--- src/mcrc_pkg.sv ---
// mcrc_pkg: shared types, register indexes, polynomials and byte-fold functions
// for the multi-width crc engine. No dependencies.
package mcrc_pkg;

    localparam int unsigned CRC_W      = 32;
    localparam int unsigned BYTE_W     = 8;
    localparam int unsigned CFG_ADDR_W = 2;

    // crc_mode codes
    localparam logic [1:0] MODE_CRC8  = 2'd0;
    localparam logic [1:0] MODE_CRC16 = 2'd1;
    localparam logic [1:0] MODE_CRC32 = 2'd2;

    // configuration register indexes
    localparam logic [CFG_ADDR_W-1:0] REG_CRC_MODE    = 2'd0;
    localparam logic [CFG_ADDR_W-1:0] REG_SEED_ENABLE = 2'd1;
    localparam logic [CFG_ADDR_W-1:0] REG_CUSTOM_SEED = 2'd2;

    localparam logic [7:0]  POLY_CRC8  = 8'h07;
    localparam logic [15:0] POLY_CRC16 = 16'h1021;
    localparam logic [31:0] POLY_CRC32 = 32'h04C1_1DB7;
    localparam logic [7:0]  SEED_CRC8  = 8'h00;
    localparam logic [15:0] SEED_CRC16 = 16'hFFFF;
    localparam logic [31:0] SEED_CRC32 = 32'hFFFF_FFFF;

    typedef struct packed {
        logic [BYTE_W-1:0] data_byte;
        logic              start_frame;
        logic              last_byte;
        logic [CRC_W-1:0]  golden_crc;
    } in_item_t;

    typedef struct packed {
        logic [CRC_W-1:0] crc_raw;
        logic [CRC_W-1:0] crc_final;
        logic             frame_done;
        logic             crc_match;
    } out_item_t;

    typedef struct packed {
        logic [1:0]       crc_mode;
        logic             custom_seed_enable;
        logic [CRC_W-1:0] custom_seed;
    } cfg_t;

    function automatic logic [7:0] fold8(input logic [7:0] crc, input logic [7:0] data);
        logic [7:0] c;
        c = crc ^ data;
        for (int i = 0; i < 8; i++) begin
            c = c[7] ? ((c << 1) ^ POLY_CRC8) : (c << 1);
        end
        return c;
    endfunction

    function automatic logic [15:0] fold16(input logic [15:0] crc, input logic [7:0] data);
        logic [15:0] c;
        c = crc ^ {data, 8'h00};
        for (int i = 0; i < 8; i++) begin
            c = c[15] ? ((c << 1) ^ POLY_CRC16) : (c << 1);
        end
        return c;
    endfunction

    function automatic logic [31:0] fold32(input logic [31:0] crc, input logic [7:0] data);
        logic [31:0] c;
        c = crc ^ {data, 24'h000000};
        for (int i = 0; i < 8; i++) begin
            c = c[31] ? ((c << 1) ^ POLY_CRC32) : (c << 1);
        end
        return c;
    endfunction

endpackage

--- src/mcrc_core.sv ---
// mcrc_core: byte-wide parallel xor network, seed selection, finalize and match.
// Depends on mcrc_pkg.
module mcrc_core
    import mcrc_pkg::*;
(
    input  cfg_t              cfg,
    input  logic [CRC_W-1:0]  crc_cur,
    input  in_item_t          item,
    output out_item_t         result
);

    logic [CRC_W-1:0] seed;
    logic [CRC_W-1:0] base;
    logic [CRC_W-1:0] crc_new;
    logic [CRC_W-1:0] fin;
    logic [CRC_W-1:0] exp_masked;

    always_comb begin
        unique case (cfg.crc_mode)
            MODE_CRC8:  seed = {24'h0, SEED_CRC8};
            MODE_CRC16: seed = {16'h0, SEED_CRC16};
            default:    seed = SEED_CRC32;
        endcase
        if (cfg.custom_seed_enable) begin
            seed = cfg.custom_seed;
        end
        base = item.start_frame ? seed : crc_cur;

        // narrow modes only look at the low bits, so the register is cut to width here
        unique case (cfg.crc_mode)
            MODE_CRC8: begin
                crc_new    = {24'h0, fold8(base[7:0], item.data_byte)};
                fin        = crc_new;
                exp_masked = {24'h0, item.golden_crc[7:0]};
            end
            MODE_CRC16: begin
                crc_new    = {16'h0, fold16(base[15:0], item.data_byte)};
                fin        = crc_new;
                exp_masked = {16'h0, item.golden_crc[15:0]};
            end
            default: begin
                crc_new    = fold32(base, item.data_byte);
                fin        = ~crc_new;
                exp_masked = item.golden_crc;
            end
        endcase

        result.crc_raw    = crc_new;
        result.crc_final  = fin;
        result.frame_done = item.last_byte;
        result.crc_match  = item.last_byte && (fin == exp_masked);
    end

endmodule

--- src/multi_width_crc_engine.sv ---
// multi_width_crc_engine: top level with config registers, running crc register and
// a two-entry result buffer. Depends on mcrc_pkg and mcrc_core.
//
// Usage:
//   s_ channel: one message byte per transfer, with start_frame, last_byte and
//   golden_crc. m_ channel: one result per input transfer, in order, holding the
//   raw register, the finalized value, frame_done and crc_match.
//   cfg channel: cfg_addr selects crc_mode (0), custom_seed_enable (1) or
//   custom_seed (2); cfg_ready is always high. Write only while no result is pending.
//   Throughput: one byte per cycle while s_ready is high; the byte-wide xor fold
//   of the running crc register completes in the accept cycle, so back-to-back
//   bytes chain directly. Each result is registered before it shows on m_.
//   Stall: a result register plus one skid entry; s_ready drops only while both
//   hold results the receiver has not taken.
//   Reset: crc register cleared, mode CRC-32, standard seed, custom seed zero,
//   no result pending.
module multi_width_crc_engine
    import mcrc_pkg::*;
(
    input  logic                  aclk,
    input  logic                  aresetn,
    input  logic                  s_valid,
    output logic                  s_ready,
    input  in_item_t              s_data,
    output logic                  m_valid,
    input  logic                  m_ready,
    output out_item_t             m_data,
    input  logic                  cfg_valid,
    output logic                  cfg_ready,
    input  logic [CFG_ADDR_W-1:0] cfg_addr,
    input  logic [CRC_W-1:0]      cfg_data
);

    cfg_t             cfg_reg;
    logic [CRC_W-1:0] crc_reg;
    out_item_t        result;
    out_item_t        out_reg, out_next;
    out_item_t        skid_reg, skid_next;
    logic             out_valid_reg, out_valid_next;
    logic             skid_valid_reg, skid_valid_next;
    logic             s_xfer;
    logic             m_xfer;

    assign cfg_ready = 1'b1;
    assign s_ready   = !skid_valid_reg;
    assign s_xfer    = s_valid && s_ready;
    assign m_xfer    = out_valid_reg && m_ready;
    assign m_valid   = out_valid_reg;
    assign m_data    = out_reg;

    mcrc_core u_core (
        .cfg     (cfg_reg),
        .crc_cur (crc_reg),
        .item    (s_data),
        .result  (result)
    );

    always_ff @(posedge aclk) begin
        if (!aresetn) begin
            cfg_reg.crc_mode           <= MODE_CRC32;
            cfg_reg.custom_seed_enable <= 1'b0;
            cfg_reg.custom_seed        <= '0;
        end else if (cfg_valid) begin
            unique case (cfg_addr)
                REG_CRC_MODE:    cfg_reg.crc_mode           <= cfg_data[1:0];
                REG_SEED_ENABLE: cfg_reg.custom_seed_enable <= cfg_data[0];
                REG_CUSTOM_SEED: cfg_reg.custom_seed        <= cfg_data;
                default: ;
            endcase
        end
    end

    always_ff @(posedge aclk) begin
        if (!aresetn) begin
            crc_reg <= '0;
        end else if (s_xfer) begin
            crc_reg <= result.crc_raw;
        end
    end

    always_comb begin
        out_next        = out_reg;
        out_valid_next  = out_valid_reg;
        skid_next       = skid_reg;
        skid_valid_next = skid_valid_reg;
        if (m_xfer) begin
            out_valid_next = skid_valid_reg;
            out_next       = skid_reg;
            skid_valid_next = 1'b0;
        end
        if (s_xfer) begin
            // new result lands in the output stage unless it is still occupied
            if (!out_valid_next) begin
                out_next       = result;
                out_valid_next = 1'b1;
            end else begin
                skid_next       = result;
                skid_valid_next = 1'b1;
            end
        end
    end

    always_ff @(posedge aclk) begin
        if (!aresetn) begin
            out_valid_reg  <= 1'b0;
            skid_valid_reg <= 1'b0;
        end else begin
            out_valid_reg  <= out_valid_next;
            skid_valid_reg <= skid_valid_next;
        end
    end

    always_ff @(posedge aclk) begin
        out_reg  <= out_next;
        skid_reg <= skid_next;
    end

    a_skid_behind_out: assert property (@(posedge aclk) disable iff (!aresetn)
        skid_valid_reg |-> out_valid_reg)
        else $error("skid entry held while output stage empty");

    a_crc_tracks_newest: assert property (@(posedge aclk) disable iff (!aresetn)
        s_xfer |=> (crc_reg == (skid_valid_reg ? skid_reg.crc_raw : out_reg.crc_raw)))
        else $error("running crc differs from newest buffered result");

    a_match_only_on_last: assert property (@(posedge aclk) disable iff (!aresetn)
        (m_valid && !m_data.frame_done) |-> !m_data.crc_match)
        else $error("crc_match set on a byte that does not end a frame");

    a_accept_fills_buffer: assert property (@(posedge aclk) disable iff (!aresetn)
        s_xfer |=> out_valid_reg)
        else $error("accepted byte left no result");

endmodule
--- config.mk ---
export PLATFORM = sky130hd
export DESIGN_NAME = multi_width_crc_engine
export DESIGN_NICKNAME = d
export VERILOG_FILES = /design/src/mcrc_pkg.sv /design/src/mcrc_core.sv /design/src/multi_width_crc_engine.sv
export SDC_FILE = /design/constraint.sdc
export NUM_CORES = 1
export LEC_CHECK = 0
export ABC_CLOCK_PERIOD_IN_PS = 6700
export BUFFER_PORTS_ARGS = -buffer_cell sky130_fd_sc_hd__buf_2
export CAP_MARGIN = 20
export CORE_MARGIN = 2
export CORE_UTILIZATION = 55
export CTS_BUF_LIST = sky130_fd_sc_hd__clkbuf_4
export CTS_CLUSTER_DIAMETER = 40
export DETAILED_ROUTE_END_ITERATION = 16
export PLACE_DENSITY = 0.77
export SLEW_MARGIN = 5
export SYNTH_ARGS = -nofsm -noshare
export SYNTH_HDL_FRONTEND = slang
export SYNTH_SLANG_ARGS = --single-unit
--- constraint.sdc ---
create_clock -name aclk -period 6.7 [get_ports aclk]
set_clock_uncertainty 0.1 [all_clocks]
set_input_delay 1.34 -clock aclk [delete_from_list [all_inputs] [get_ports aclk]]
set_output_delay 1.34 -clock aclk [all_outputs]
set_load 0.02 [all_outputs]
==> flow_metrics.py <==
metrics = {
    "sta": {
        "fin_crit_sh_pct": 70.01,
        "setup_viol": 0,
        "maxSlewViolCount": 0,
        "slew_headroom_pct": 31.14,
        "rsz0062_at_grt": "false",
        "setup_ws_ps": 2009,
        "max_freq_mhz": 213.2,
        "setup-tns-final_ps": 0,
        "tightest_slew_ps": 1033,
        "min_period_ps": 4691,
        "hold_viol": 0,
    },
    "die": {
        "initial_utilization_pct": 55.78,
        "rows": 51,
        "fp.dieArea_sq_um": 20740,
        "core-area_sq_um": 19330,
        "die_x_um": 144.0,
        "die_y_um": 144.0,
        "io_pins": 150,
    },
    "cells_and_area": {
        "fill_cells": 1654,
        "seqCellArea_sq_um": 4684,
        "nets": 1331,
        "area_delta_synth_final_pct": 14.71,
        "drive_gt1_share_pct": 22.50,
        "multi_input_area_sq_um": 5763,
    },
    "clock_network": {
        "post-cts-setup-buffers": 0,
        "cts_hold_buf": 0,
        "cts_tree": "built",
        "cts_buffers": 50,
        "cts_buffer_depth": 3,
        "numClockSinks": 201,
        "htree_levels": 2,
        "ctsResizeCount": 0,
        "root_buffer": "clkbuf_4",
        "clk_pin_slew_worst_paths_ps": 70,
        "clk_latency_ps": 660,
    },
    "pwr": {
        "p_int_mw": 3.254,
        "power_frac_clock_pct": 20.1,
        "swShare_pct": 40.89,
        "powerDensity_nw_per_um2": 445.0,
        "sequentialPowerShare_pct": 32.4,
        "switchingPower_mw": 2.251,
        "combPwrFrac_pct": 47.5,
        "p_leak_nw": 5.248,
        "ir_worst_vdd_v": 0.0001508,
    },
    "min_path": {
        "hold_path_class": "register to register",
        "hold_start": "cfg_reg[9]",
        "hold_end": "cfg_reg[9]",
        "min_path_cells": 2,
    },
    "drt": {
        "drt_iter0_drc": 676,
        "postRouteAntennaNets": 0,
        "wl_um": 28040,
        "dr.pass1.iters": 5,
        "route.detailed.drc": 0,
        "num_vias": 8362,
        "wl_per_cell_um": 18.03,
        "routed_via_density": 5.377,
    },
    "placement": {
        "gp_congestion": 0.9595,
        "port_buffers": 148,
        "dp_hpwl_um": 20500,
        "place_ws_ps": 1422,
    },
    "grt": {
        "grt_use_total_pct": 27.08,
        "grt_max_degree": 70,
        "antenna_found_initial": 2,
        "first_global_vias": 7770,
        "grt_pass1_wl_um": 42900,
        "gr-total-overflow": 0,
    },
    "yosys": {
        "yosys_most_used_dff": "dfxtp_1",
        "synthesis.nets": 1189,
        "synth_edf_count": 66,
        "netlist_top_cells_count": "156 x nand2_1, 135 x dfxtp_1, 129 x nor2_1",
        "ys_warn_count": 0,
        "ys_ff_latch": 201,
        "syn_area_per_cell_sq_um": 9.733,
        "yosysMostFrequentCell": "nand2_1",
        "synthCells": 1108,
        "seq_area_frac_synth_pct": 43.44,
        "yosysTopAreaCellShare_pct": 25.06,
        "async_flop_share_pct": 0,
        "yosys-top-cells-area": "dfxtp_1 25%, edfxtp_1 18%, xnor2_1 7.1%, mux2i_1 6.8%, nand2_1 5.4%",
        "synth.distinct_cells": 65,
        "synth_area_leader_cell": "dfxtp_1",
        "syn_area_sq_um": 10780,
    },
    "setup_path": {
        "required_ps": 7180,
        "timing.rr.start": "cfg_reg[34]",
        "r2r_end": "m_data[0]",
        "timing_worst_setup_path_type": "input pin to register",
        "crit_path_start": "s_data[33]",
        "arrival_ps": 5170,
        "path_max_fanout": 33,
        "end_kind": "register",
        "r2r.worst_path.cells": 11,
        "start_kind": "input pin",
        "reg2reg_slack_ps": 2290,
    },
    "status": {
        "outcome": "completed",
    },
    "flow_run": {
        "drv_cap": 0,
    },
}
==> critical path: stages <==
cell and delay, ps:
buf_2 540, buf_4 500, nor2b_1 140, a31oi_4 230, xnor3_1 500, xnor2_2 230, mux2i_1 170, mux2i_1 530
xor2_1 140, nor2_1 210, nand4_1 160, nor4_4 300, mux2_1 160
==> stage by stage <==
step                      power, mW  util (%)  instances  hold slack [ps]  cell area [sq um]
after global placement        4.357     60.20       1461            350.3              11640
after floorplan               3.610         -       1108            330.5              10780
after CTS                     5.509     63.89       1553            365.2              12350
after detailed placement      4.396     60.28       1462            356.1              11650
final                         5.505     63.98       1555            362.7              12370
after global routing          5.827     63.98       1555            390.7              12370
==> cell type report <==
class                           count  area share, %
Inverter                           16         0.4855
Tap cell                          265          2.680
Timing Repair Buffer              158          6.716
Clock buffer                       81          4.916
Multi-Input combinational cell    823          46.59
Antenna cell                        1        0.02023
Sequential cell                   201          37.87
Clock inverter                     10         0.7282
==> logic make-up after synthesis <==
family | Yosys count | share of synthesized area, %
flops | 201 | 43.44
buf+inv | 84 | 3.399
compound gates | 215 | 14.60
mux | 75 | 6.985
xor+xnor | 153 | 15.91
simple gates | 379 | 15.64
other cells | 1 | 0.03477
==> layout by cell type, fill, tap and decap left out, drive strengths merged, types with 10 or more instances in the layout <==
cell type	count
inv	16
mux2i	73
xor2	48
edfxtp	66
nor2b	21
a31oi	25
dfxtp	135
nand2	156
nor2	129
and2	17
buf	158
nor3b	10
clkbuf	81
xnor2	94
o21ai	19
a21boi	52
a21oi	79
nand2b	20
==> worst max-delay path by stage <==
stage	end	slack, ps
floorplan	skid_reg[0]	1810
global placement	m_data[0]	1540
detailed placement	m_data[0]	1420
CTS	m_data[0]	2080
global route	m_data[0]	1900
finish	m_data[0]	2010
==> per-layer routing <==
layer	vias to the layer above	GRT usage (%)	routed length, um
met5	-	0	0
met4	0	9.082	693
met3	49	5.629	2511
met2	360	40.15	12250
met1	3862	39.55	12590
li1	4091	-	-
==> power by group through the flow <==
stage	Combinational (mW)	Clock (mW)	Sequential [mW]
floorplan	1.60	0	2.01
global placement	2.55	0	1.80
detailed placement	2.58	0	1.81
CTS	2.59	1.13	1.79
global route	2.82	1.19	1.82
finish	2.62	1.10	1.78
No activity file was read; power rests on OpenSTA's default activity.
